$ cat src/design/mog_pkg.sv
// ----------------------------------------------------------------------------
// mog_pkg
// Shared types and constants of the majority occupancy grid.
// ----------------------------------------------------------------------------
package mog_pkg;

   localparam int ROW_W      = 16;
   localparam int LANE_W     = 4;
   localparam int NUM_LANES  = ROW_W / LANE_W;
   localparam int LANE_CNT_W = $clog2(LANE_W + 1);
   localparam int ROW_CNT_W  = $clog2(ROW_W + 1);
   localparam int COUNT_W    = 9;
   localparam int CELL_W     = 5;
   localparam int SIDE_W     = 9;
   localparam int COORD_W    = 8;
   localparam int INDEX_W    = 16;
   localparam int IDX_W      = 18;
   localparam int CSR_IDX_W  = 2;
   localparam int CSR_DATA_W = 9;

   localparam logic [COUNT_W-1:0] COUNT_MAX = {COUNT_W{1'b1}};

   typedef enum logic [0:0] {
      CMD_SAMPLE = 1'b0,
      CMD_QUERY  = 1'b1
   } cmd_type;

   typedef enum logic [CSR_IDX_W-1:0] {
      CSR_GRID_WIDTH  = 2'd0,
      CSR_GRID_HEIGHT = 2'd1,
      CSR_CELL_SIZE   = 2'd2
   } csr_index_type;

   typedef logic [NUM_LANES-1:0][LANE_CNT_W-1:0] lane_counts_type;

   typedef struct packed {
      logic [COUNT_W-1:0] total;
      logic               vote;
   } merge_result_type;

endpackage

$ cat src/design/mog_lane.sv
// ----------------------------------------------------------------------------
// mog_lane
// Popcount of one slice of a sample row, masked to the effective cell size.
// ----------------------------------------------------------------------------
module mog_lane #(
   parameter int LANE_IDX = 0
) (
   input  logic [mog_pkg::LANE_W-1:0]     lane_bits,
   input  logic [mog_pkg::CELL_W-1:0]     cell_size,
   output logic [mog_pkg::LANE_CNT_W-1:0] lane_count
);
   import mog_pkg::*;

   always_comb begin
      lane_count = '0;
      for (int i = 0; i < LANE_W; i++) begin
         if (lane_bits[i] && (CELL_W'(LANE_IDX * LANE_W + i) < cell_size)) begin
            lane_count = lane_count + LANE_CNT_W'(1);
         end
      end
   end

endmodule

$ cat config.mk
export PLATFORM = sky130hd
export DESIGN_NAME = mog_lane
export DESIGN_NICKNAME = d
export VERILOG_FILES = /design/src/design/mog_pkg.sv /design/src/design/mog_lane.sv
export SDC_FILE = /design/constraint.sdc
export NUM_CORES = 1
export LEC_CHECK = 0
export BUFFER_PORTS_ARGS = -buffer_cell sky130_fd_sc_hd__buf_2
export CAP_MARGIN = 20
export CORE_AREA = 3 3 40 42
export DETAILED_ROUTE_END_ITERATION = 8
export DIE_AREA = 0 0 43 45
export GPL_TIMING_DRIVEN = 0
export PLACE_DENSITY_LB_ADDON = 0.05
export SYNTH_ARGS = -nofsm -noshare
export SYNTH_HDL_FRONTEND = slang
export SYNTH_SLANG_ARGS = --single-unit
$ cat constraint.sdc
create_clock -name vclk -period 1.66
set_input_delay 0 -clock vclk [all_inputs]
set_output_delay 0 -clock vclk [all_outputs]
set_load 0.02 [all_outputs]
==> flow_metrics.env <==
export IMPL_status="finished, violations left"
export IMPL_failed_checks="setup timing"
export IMPL_drive_above_1_share_pct=69.05
export IMPL_power_leakage_uw=0.0001778
export IMPL_synth_fp_nets=40
export IMPL_core_area_mm2=0.001285
export IMPL_max_slew_margin_pct=81.81
export IMPL_antenna_found_initial=0
export IMPL_ys_top_cells_by_count="ha_1 (3), inv_1 (3)"
export IMPL_io_pins=12
export IMPL_setup_viol=2
export IMPL_track_usage_pct=7.648
export IMPL_fmax_mhz=567.0
export IMPL_post_route_util_pct=35.83
export IMPL_grt_pass1_wl_um=1173
export IMPL_yosysSeqAreaShare_pct=0
export IMPL_ir_drop_mv=0.09414
export IMPL_synth_area_leaders="ha_1 (17%), mux2i_1 (9.0%), xnor2_1 (7.9%)"
export IMPL_layout_area_seq_um2=0
export IMPL_p_total_uw=174.3
export IMPL_wl_per_cell_um=12.04
export IMPL_rsz0062_at_grt="yes"
export IMPL_cp_max_fo=4
export IMPL_drtIter0Drc=2
export IMPL_worst_slack_ns=-0.1038
export IMPL_maxCapViolCount=0
export IMPL_diodes=0
export IMPL_grt_pass1_vias=261
export IMPL_fill_cells=135
export IMPL_hold_viol_final=0
export IMPL_period_minus_slack_ns=1.764
export IMPL_crit_chain="buf_6, or3_4, o31a_1, ha_4, xnor2_2, ha_4, nand2_2, a31oi_4, buf_6"
export IMPL_syn2layout_area_growth_pct=106.7
export IMPL_pwr_density_cell_mw_per_mm2=378.5
export IMPL_layout_nets=56
export IMPL_yosysWarnings=0
export IMPL_place_detailed_hpwl_um=487.4
export IMPL_ys_types=19
export IMPL_yosysTopAreaCellShare_pct=16.85
export IMPL_drtPass1Iterations=2
export IMPL_dieArea_mm2=0.001935
export IMPL_via_count=260
export IMPL_grt_max_degree=8
export IMPL_synthCells=28
export IMPL_yosysTopAreaCell="ha_1"
export IMPL_min_path_type="input port to output pin"
export IMPL_start_kind="input port"
export IMPL_viasPerCell=4.561
export IMPL_die_w_um=43
export IMPL_portBuffers=12
export IMPL_syn_cell_area_um2=222.7
export IMPL_slew_viol_final=0
export IMPL_routed_wl_um=686
export IMPL_design_seq_count=0
export IMPL_rows=13
export IMPL_drc_errors=0
export IMPL_globalRouteOverflowTotal=0
export IMPL_syn_avg_cell_area_um2=7.954
export IMPL_fp_dieH_um=45
export IMPL_slowest_stage="or3_4"
export IMPL_slowest_delay_ns=0.40
export IMPL_initial_core_util_pct=17.33
export IMPL_period_share_pct=106.3
export IMPL_n_clock_buffer=0
export IMPL_cp_required_ns=1.66
export IMPL_worstMarginPinSlew_ns=0.2724
export IMPL_worstSetupEndpointType="output pin"
export IMPL_place_congestion=0.6433
export IMPL_worst_setup_path_type="input port to output pin"
export IMPL_cp_data_arrival_time_ns=1.76
export IMPL_ant_nets=0
-- cells by family (layout without fill, tap and decap cells) --
| kind of cell | after synthesis | after routing | synth area share, % |
|---|---|---|---|
| compound gates | 7 | 7 | 26.41 |
| xor+xnor | 4 | 4 | 15.73 |
| fa+ha+maj | 3 | 3 | 16.86 |
| buf+inv | 4 | 18 | 10.11 |
| mux | 2 | 2 | 8.989 |
| simple gates | 8 | 8 | 21.91 |
-- power breakdown --
group / leakage, uW / switching [uW] / total (uW) / internal (uW)
clock network: 0 / 0 / 0 / 0
registers: 0 / 0 / 0 / 0
logic: 0.000178 / 85.8 / 174 / 88.5
-- worst max-delay path: cells and delay by family --
family / cells / cell delay [ns]
simple gates: 2 / 0.46
xor+xnor: 1 / 0.15
buf+inv: 2 / 0.22
fa+ha+maj: 2 / 0.51
compound gates: 2 / 0.42
-- per-stage QoR --
| step | worst slack, ns | hold WS [ns] | instance area, um^2 | instances | setup TNS, ns |
|---|---|---|---|---|---|
| floorplan | -0.03604 | 0.1720 | 274.0 | 28 | -0.06925 |
| global placement | -0.3025 | 0.4487 | 352.8 | 55 | -0.5894 |
| detailed placement | -0.3124 | 0.4482 | 352.8 | 55 | -0.6023 |
| CTS | -0.2016 | 0.4128 | 454.2 | 58 | -0.3870 |
| global route | -0.1676 | 0.4330 | 460.4 | 57 | -0.3158 |
| finish | -0.1038 | 0.4087 | 460.4 | 57 | -0.1877 |
-- final timing paths --
check                         from            end  slack (ns)  cells past startpoint
worst max-delay path  cell_size[2]  lane_count[1]       -0.10                      9
worst min-delay path  lane_bits[3]  lane_count[2]        0.41                      4
-- per-layer routing --
metal | GRT usage (%) | wire length, um | vias to the layer above
li1 | - | - | 130
met1 | 11.51 | 313 | 120
met2 | 12.57 | 323 | 10
met3 | 0.7968 | 49 | 0
met4 | 0 | 0 | 0
met5 | 0 | 0 | -
-- placed cells by master (no fill, tap or decap) --
master / instances
nand3_1: 1
xor2_4: 1
xor2_1: 1
nand3_4: 1
o2111ai_4: 1
mux2i_4: 1
a31oi_4: 1
or3_4: 1
buf_6: 3
and4b_1: 1
nand2_2: 1
a21o_1: 1
a211oi_2: 1
xnor2_2: 1
nand2b_1: 2
o21ai_4: 1
inv_1: 3
ha_4: 2
o21ai_2: 1
mux2i_1: 1
ha_2: 1
buf_2: 9
and2_1: 1
buf_4: 3
xnor2_1: 1
o31a_1: 1
-- area by class of cell --
class	count	area, um^2	share of cell area (%)
multi-input combinational	24	329.1	71.47
timing repair buffer	15	101.3	22.01
tap	15	18.77	4.076
inverter	3	11.26	2.446
-- what timing repair did --
item,CTS,global route
resized for setup,15,3
hold buffers,0,0
pin swaps,1,2
setup buffers,3,0
endpoints found under the hold margin,0,0
endpoints found under the setup margin,2,3
gates cloned,0,0
Power figures use the tool's default switching activity.
