$ cat config.mk
export PLATFORM = sky130hd
export DESIGN_NAME = mog_merge
export DESIGN_NICKNAME = d
export VERILOG_FILES = /design/src/design/mog_pkg.sv /design/src/design/mog_merge.sv
export SDC_FILE = /design/constraint.sdc
export NUM_CORES = 1
export LEC_CHECK = 0
export ABC_AREA = 1
export BUFFER_PORTS_ARGS = -buffer_cell sky130_fd_sc_hd__clkbuf_2
export CAP_MARGIN = 25
export CORE_AREA = 2 2 71 73
export DETAILED_ROUTE_END_ITERATION = 6
export DIE_AREA = 0 0 73 75
export PLACE_DENSITY = 0.52
export SETUP_SLACK_MARGIN = 0.15
export SYNTH_ARGS = -nofsm -noshare
export SYNTH_HDL_FRONTEND = slang
export SYNTH_SLANG_ARGS = --single-unit
$ cat constraint.sdc
create_clock -name vclk -period 9.5
set_clock_uncertainty 0.15 [all_clocks]
set_input_delay 0.475 -clock vclk [all_inputs]
set_output_delay 0.475 -clock vclk [all_outputs]
set_load 0.01 [all_outputs]
$ cat src/design/mog_pkg.sv
// ----------------------------------------------------------------------------
// mog_pkg
// Shared types and constants of the majority occupancy grid.
// ----------------------------------------------------------------------------
package mog_pkg;

   localparam int ROW_W      = 16;
   localparam int LANE_W     = 4;
   localparam int NUM_LANES  = ROW_W / LANE_W;
   localparam int LANE_CNT_W = $clog2(LANE_W + 1);
   localparam int ROW_CNT_W  = $clog2(ROW_W + 1);
   localparam int COUNT_W    = 9;
   localparam int CELL_W     = 5;
   localparam int SIDE_W     = 9;
   localparam int COORD_W    = 8;
   localparam int INDEX_W    = 16;
   localparam int IDX_W      = 18;
   localparam int CSR_IDX_W  = 2;
   localparam int CSR_DATA_W = 9;

   localparam logic [COUNT_W-1:0] COUNT_MAX = {COUNT_W{1'b1}};

   typedef enum logic [0:0] {
      CMD_SAMPLE = 1'b0,
      CMD_QUERY  = 1'b1
   } cmd_type;

   typedef enum logic [CSR_IDX_W-1:0] {
      CSR_GRID_WIDTH  = 2'd0,
      CSR_GRID_HEIGHT = 2'd1,
      CSR_CELL_SIZE   = 2'd2
   } csr_index_type;

   typedef logic [NUM_LANES-1:0][LANE_CNT_W-1:0] lane_counts_type;

   typedef struct packed {
      logic [COUNT_W-1:0] total;
      logic               vote;
   } merge_result_type;

endpackage

$ cat src/design/mog_merge.sv
// ----------------------------------------------------------------------------
// mog_merge
// Combines lane counts, accumulates with saturation and takes the majority
// vote against half of the cell area.
// ----------------------------------------------------------------------------
module mog_merge (
   input  mog_pkg::lane_counts_type          lane_counts,
   input  logic [mog_pkg::COUNT_W-1:0]       count_prev,
   input  logic [mog_pkg::CELL_W-1:0]        cell_size,
   output mog_pkg::merge_result_type         result
);
   import mog_pkg::*;

   logic [ROW_CNT_W-1:0]  row_sum;
   logic [COUNT_W:0]      total_wide;
   logic [2*CELL_W-1:0]   area;
   logic [COUNT_W-1:0]    half_area;

   always_comb begin
      row_sum = '0;
      for (int l = 0; l < NUM_LANES; l++) begin
         row_sum = row_sum + ROW_CNT_W'(lane_counts[l]);
      end
      total_wide = (COUNT_W + 1)'(count_prev) + (COUNT_W + 1)'(row_sum);
      area       = (2 * CELL_W)'(cell_size) * (2 * CELL_W)'(cell_size);
      half_area  = COUNT_W'(area >> 1);
      if (total_wide > (COUNT_W + 1)'(COUNT_MAX)) begin
         result.total = COUNT_MAX;
      end else begin
         result.total = COUNT_W'(total_wide);
      end
      result.vote = result.total > half_area;
   end

endmodule

==> impl_metrics.ini, run 1 <==
[status]
outcome = finished clean

[power]
powerDensity_nw_per_um2 = 122.3
p_leak_nw = 1.074
ir_drop_mv = 0.04646
switching_share_pct = 59.34
p_sw_mw = 0.1164
p_total_mw = 0.1962
p_comb_share_pct = 100.0
internal_power_mw = 0.07980
p_clk_share_pct = 0
pwr-share-seq_pct = 0

[synthesis]
avgSynthCellArea_sq_um = 6.326
ys_types = 22
syn_nets = 280
yosysWarnings = 0
synth-seq-area-share_pct = 0
syn_area_sq_um = 1360
synthCells = 215

[place]
hpwl_um = 2727
pre_cts_ws_ns = 4.423
gp_congestion = 0.7707
numPortBuffers = 36

[layout]
multi_input_area_sq_um = 1157
syn2layout_area_growth_pct = 17.94
nClkBuffers = 0
flops_and_latches = 0
final_core_util_pct = 34.42
fillerInstances = 521
seqCellArea_sq_um = 0
nets = 317
diodes = 0
drive_gt1_share_pct = 16.80

[die]
core_area_sq_um = 4661
dieWidth_um = 73
die_h_um = 75
io_pins = 36
dieArea_sq_um = 5475
row_count = 25
start_util_pct = 29.18

[sta]
fin_tns_setup_ns = 0
rsz0062_at_grt = false
finalMaxSlewViolations = 0
finalSetupViolations = 0
fin_crit_sh_pct = 52.83
hold_viol_final = 0
worstMarginPinSlew_ns = 0.2362
fin_ws_ns = 4.481
fmax_mhz = 199.2
relSlewSlack_pct = 84.21
fin_crit_ns = 5.019

[route]
drc = 0
dr_wl_met3_um = 72
m1WireLength_um = 1364
top_layer = met3
first_pass_iters = 6
vias_per_cell = 4.530
wire_per_inst_um = 9.556
drt_iter0_markers = 28
num_vias = 1377
route.met2.wl_um = 1468
wl_um = 2905
ant_nets = 0

[min_path]
holdPathStages = 5
min_to = result[1]
hold_path.startpoint = count_prev[0]
hold_class = in -> out

[global_route]
track_usage_pct = 11.52
grt_pass1_wl_um = 5244
antenna_found_initial = 0
grt_overflow = 0
grt_pass1_vias = 1326
grt_max_degree = 10

[worst_setup_path]
critPathCaptureType = primary output
critPathArrivalTime_ns = 4.39
cp.required_ns = 8.88
cp-start-kind = input port
crit_fanout = 9
path_class = in -> out

[clock_network]
cts-resized-gates = 0
post-cts-setup-buffers = 0
cts_hold_buf = 0

[flow_run]
maxCapViolations = 0
## metal layers
metal	vias up	track usage [%]
li1	739	-
met1	613	14.31
met2	25	23.52
met3	0	0
met4	0	0
met5	-	0
## power groups by stage
stage / logic [mW] / clock network [mW] / registers, mW
5_1_grt: 0.233 / 0 / 0
2_1_floorplan: 0.143 / 0 / 0
6_report: 0.196 / 0 / 0
3_5_place_dp: 0.201 / 0 / 0
4_1_cts: 0.202 / 0 / 0
3_3_place_gp: 0.201 / 0 / 0
## layout by cell type (no fill, tap or decap), drive strengths merged, types with 2 or more instances in the layout
cell / count
or2: 2
fa: 11
xnor2: 4
o21a: 3
clkbuf: 36
nand4: 7
inv: 53
nand3: 14
a21oi: 9
o21ai: 2
nor2: 13
ha: 28
nand2: 64
## cells in the mapped netlist
cell      count  area [sq um]
xor2_1        1         8.760
nand2_2       2         12.51
inv_1        53         198.9
or2_0         1         6.260
o21a_1        3         22.52
nand3b_1      1         7.510
a21oi_1       9         45.04
fa_1         11         220.2
nand3_1      13         65.06
nor2_1       12         45.04
clkbuf_1      1         3.750
o21ai_2       1         8.760
or2_1         1         6.260
nand2_1      62         232.7
nand3_2       1         10.01
nand4_1       7         43.79
o21ai_1       1         5.000
xnor2_1       4         35.03
ha_1         28         350.3
a21o_1        1         7.510
nor2_2        1         6.260
a21boi_4      1         18.77
## cell type report
type                       instances  area share, %
inverter                          53          12.40
multi-input combinational        161          72.15
timing repair buffer              36          11.23
tap                               54          4.212
## stage by stage
step	hold WS, ns	area, sq um	instances
2_1_floorplan	0.9896	1360	215
3_3_place_gp	1.266	1604	304
6_report	1.247	1604	304
3_5_place_dp	1.268	1604	304
4_1_cts	1.266	1604	304
5_1_grt	1.289	1604	304
## cells by family (layout without fill, tap and decap cells)
family          count (synthesis)  in the layout  share of synthesized area [%]
buf+inv                        54             89                          14.90
fa+ha+maj                      39             39                          41.95
simple gates                  101            101                          32.01
xor+xnor                        5              5                          3.220
compound gates                 16             16                          7.911
## critical path, cell delays in order
cell and delay [ns]:
clkbuf_2 0.08, inv_1 0.04, fa_1 0.49, fa_1 0.51
inv_1 0.05, fa_1 0.45, ha_1 0.25, fa_1 0.43
nand3_1 0.12, nand3_2 0.12, a21boi_4 0.26, nand3_1 0.17
ha_1 0.33, nand2_1 0.05, inv_1 0.04, nand2_1 0.07
nor2_1 0.10, nand4_1 0.11, nand2_1 0.07, inv_1 0.03
clkbuf_2 0.11
## worst max path at each step
stage          slack, ns         to  depth (start not counted)            from
6_report            4.48  result[0]                         21  lane_counts[1]
5_1_grt             4.17  result[0]                         21  lane_counts[1]
4_1_cts             4.42  result[0]                         21  lane_counts[1]
3_5_place_dp        4.42  result[0]                         21  lane_counts[1]
3_3_place_gp        4.47  result[0]                         21  lane_counts[1]
2_1_floorplan       4.85  result[0]                         19  lane_counts[1]
Note: power is estimated with default switching activity, not from simulation.
==> run 2: changes to the inputs <==
--- a/config.mk
+++ b/config.mk
@@ -5,13 +5,13 @@
 export SDC_FILE = /design/constraint.sdc
 export NUM_CORES = 1
 export LEC_CHECK = 0
-export ABC_AREA = 1
+export ABC_AREA = 0
 export BUFFER_PORTS_ARGS = -buffer_cell sky130_fd_sc_hd__clkbuf_2
 export CAP_MARGIN = 25
-export CORE_AREA = 2 2 71 73
+export CORE_AREA = 2 2 69 71
 export DETAILED_ROUTE_END_ITERATION = 6
-export DIE_AREA = 0 0 73 75
-export PLACE_DENSITY = 0.52
+export DIE_AREA = 0 0 71 73
+export PLACE_DENSITY = 0.54
 export SETUP_SLACK_MARGIN = 0.15
 export SYNTH_ARGS = -nofsm -noshare
 export SYNTH_HDL_FRONTEND = slang
==> constraint.sdc (replaced) <==
create_clock -name vclk -period 4.4
set_clock_uncertainty 0.15 [all_clocks]
set_input_delay 0.22 -clock vclk [all_inputs]
set_output_delay 0.22 -clock vclk [all_outputs]
set_load 0.01 [all_outputs]
==> run 2 against run 1 <==
The flow now finishes with violations (negative setup slack). Final area increased by 18%. Sequential share of layout area is the same. Critical path depth down 1. Hold slack worse by 0.47 ns. Sequential cell count unchanged. Worst setup slack worse by 4.5 ns. Critical endpoint unchanged.
==> impl_metrics.ini, run 2 <==
[layout]
final_common_cell = clkbuf_2
fin_cells = 281
final_cell_mix = 36 x clkbuf_2, 28 x buf_4, 22 x inv_1, 22 x ha_1, 11 x nand2_1
nClkBuffers = 0
final_core_util_pct = 41.74
syn2layout_area_growth_pct = 48.19
nets = 294
diodes = 0
flops_and_latches = 0
seqCellArea_sq_um = 0
design_area_sq_um = 1893
drive_gt1_share_pct = 43.61

[synthesis]
synth_most_common_cell = ha_1
syn_nets = 227
synth-seq-area-share_pct = 0
synthCells = 162
yosysWarnings = 0
synth_top_area_share_pct = 27.42
synth_common_cells = 28 x ha_1, 25 x inv_1, 15 x nand2_1
ys_types = 40
ys_top_cells_by_area = ha_1 27%, fa_1 17%, inv_1 7.3%, nand2_1 4.4%, a21oi_1 3.1%
yosysTopAreaCell = ha_1
syn_area_sq_um = 1277
avgSynthCellArea_sq_um = 7.886

[global_route]
grt_overflow = 0
grt_pass1_vias = 1166
grt_pass1_wl_um = 4781
antenna_found_initial = 0
grt_max_degree = 9
track_usage_pct = 10.64

[worst_setup_path]
cp-startpoint = lane_counts[8]
critPathArrivalTime_ns = 4.06
cp.required_ns = 4.03
critPathCaptureType = primary output
cp-start-kind = input port
path_class = in -> out
crit_fanout = 2

[status]
outcome = finished, violations left
violations = negative setup slack

[sta]
fin_tns_setup_ns = -0.02844
hold_viol_final = 0
whs_ns = 0.7731
finalSetupViolations = 1
fin_ws_ns = -0.02844
worstMarginPinSlew_ns = 0.3508
fin_crit_ns = 4.428
rsz0062_at_grt = true
finalMaxSlewViolations = 0
fmax_mhz = 225.8
relSlewSlack_pct = 76.47
fin_crit_sh_pct = 100.6

[die]
core_area_sq_um = 4536
row_count = 25
die_h_um = 73
start_util_pct = 28.17
dieWidth_um = 71
dieArea_sq_um = 5183
io_pins = 36

[place]
numPortBuffers = 36
pre_cts_ws_ns = -0.1809
hpwl_um = 2503
gp_congestion = 0.7522
dp.cells = 273
placed_area_sq_um = 1767

[route]
wire_per_inst_um = 9.954
ant_nets = 0
num_vias = 1296
drt_iter0_markers = 42
vias_per_cell = 4.612
wl_um = 2797
first_pass_iters = 4
drc = 0

[min_path]
hold_class = in -> out
hold_path.startpoint = count_prev[0]
holdPathStages = 4
min_to = result[1]

[power]
p_leak_nw = 0.9907
powerDensity_nw_per_um2 = 332.9
p_total_mw = 0.6302
ir_drop_mv = 0.1971

[flow_run]
maxCapViolations = 0
## run 2: layer usage
metal / share of wire, % / global-route usage [%]
met5: 0 / 0
met4: 0 / 0
met3: 1.9 / 0
met2: 45 / 17.03
met1: 53 / 17.07
## run 2: worst max-delay path by stage
stage / to / depth (start not counted)
2_1_floorplan: result[0] / 16
3_3_place_gp: result[0] / 18
3_5_place_dp: result[0] / 18
4_1_cts: result[0] / 19
5_1_grt: result[0] / 18
6_report: result[0] / 20
## run 2: timing repair
action | CTS | global route
setup endpoints to repair | 1 | 1
pin swaps | 20 | 4
setup buffers | 8 | 0
hold endpoints to repair | 0 | 0
resized for setup | 12 | 5
hold buffers | 0 | 0
## run 2: critical path: stages
cell       delay, ns
clkbuf_2        0.09
inv_2           0.03
fa_1            0.52
inv_1           0.05
fa_1            0.47
inv_1           0.04
fa_1            0.49
inv_2           0.05
ha_1            0.28
a21oi_1         0.25
o2111ai_2       0.20
a31oi_1         0.24
a21oi_2         0.06
ha_1            0.32
buf_6           0.13
nand2_2         0.04
nor2_1          0.04
a2111oi_2       0.32
a21oi_1         0.09
clkbuf_2        0.14
## run 2: logic make-up after synthesis
family	after synthesis	synth area share, %
XOR/XNOR	5	3.428
adder cells (fa/ha/maj)	39	44.66
AND/OR/NAND/NOR	55	23.41
AO/OA/AOI/OAI	36	20.08
buffers and inverters	26	7.639
multiplexers	1	0.7836
## run 2: power breakdown
group | internal, mW | switching, mW
Combinational | 0.339 | 0.291
Clock | 0 | 0
Sequential | 0 | 0
Total | 0.339 | 0.291
## run 2: area by class of cell
cell class                      instances  area, sq um
Tap cell                               54        67.56
Fill cell                             461         2643
Timing Repair Buffer                   66        412.9
Multi-Input combinational cell        136         1319
Inverter                               25        93.84
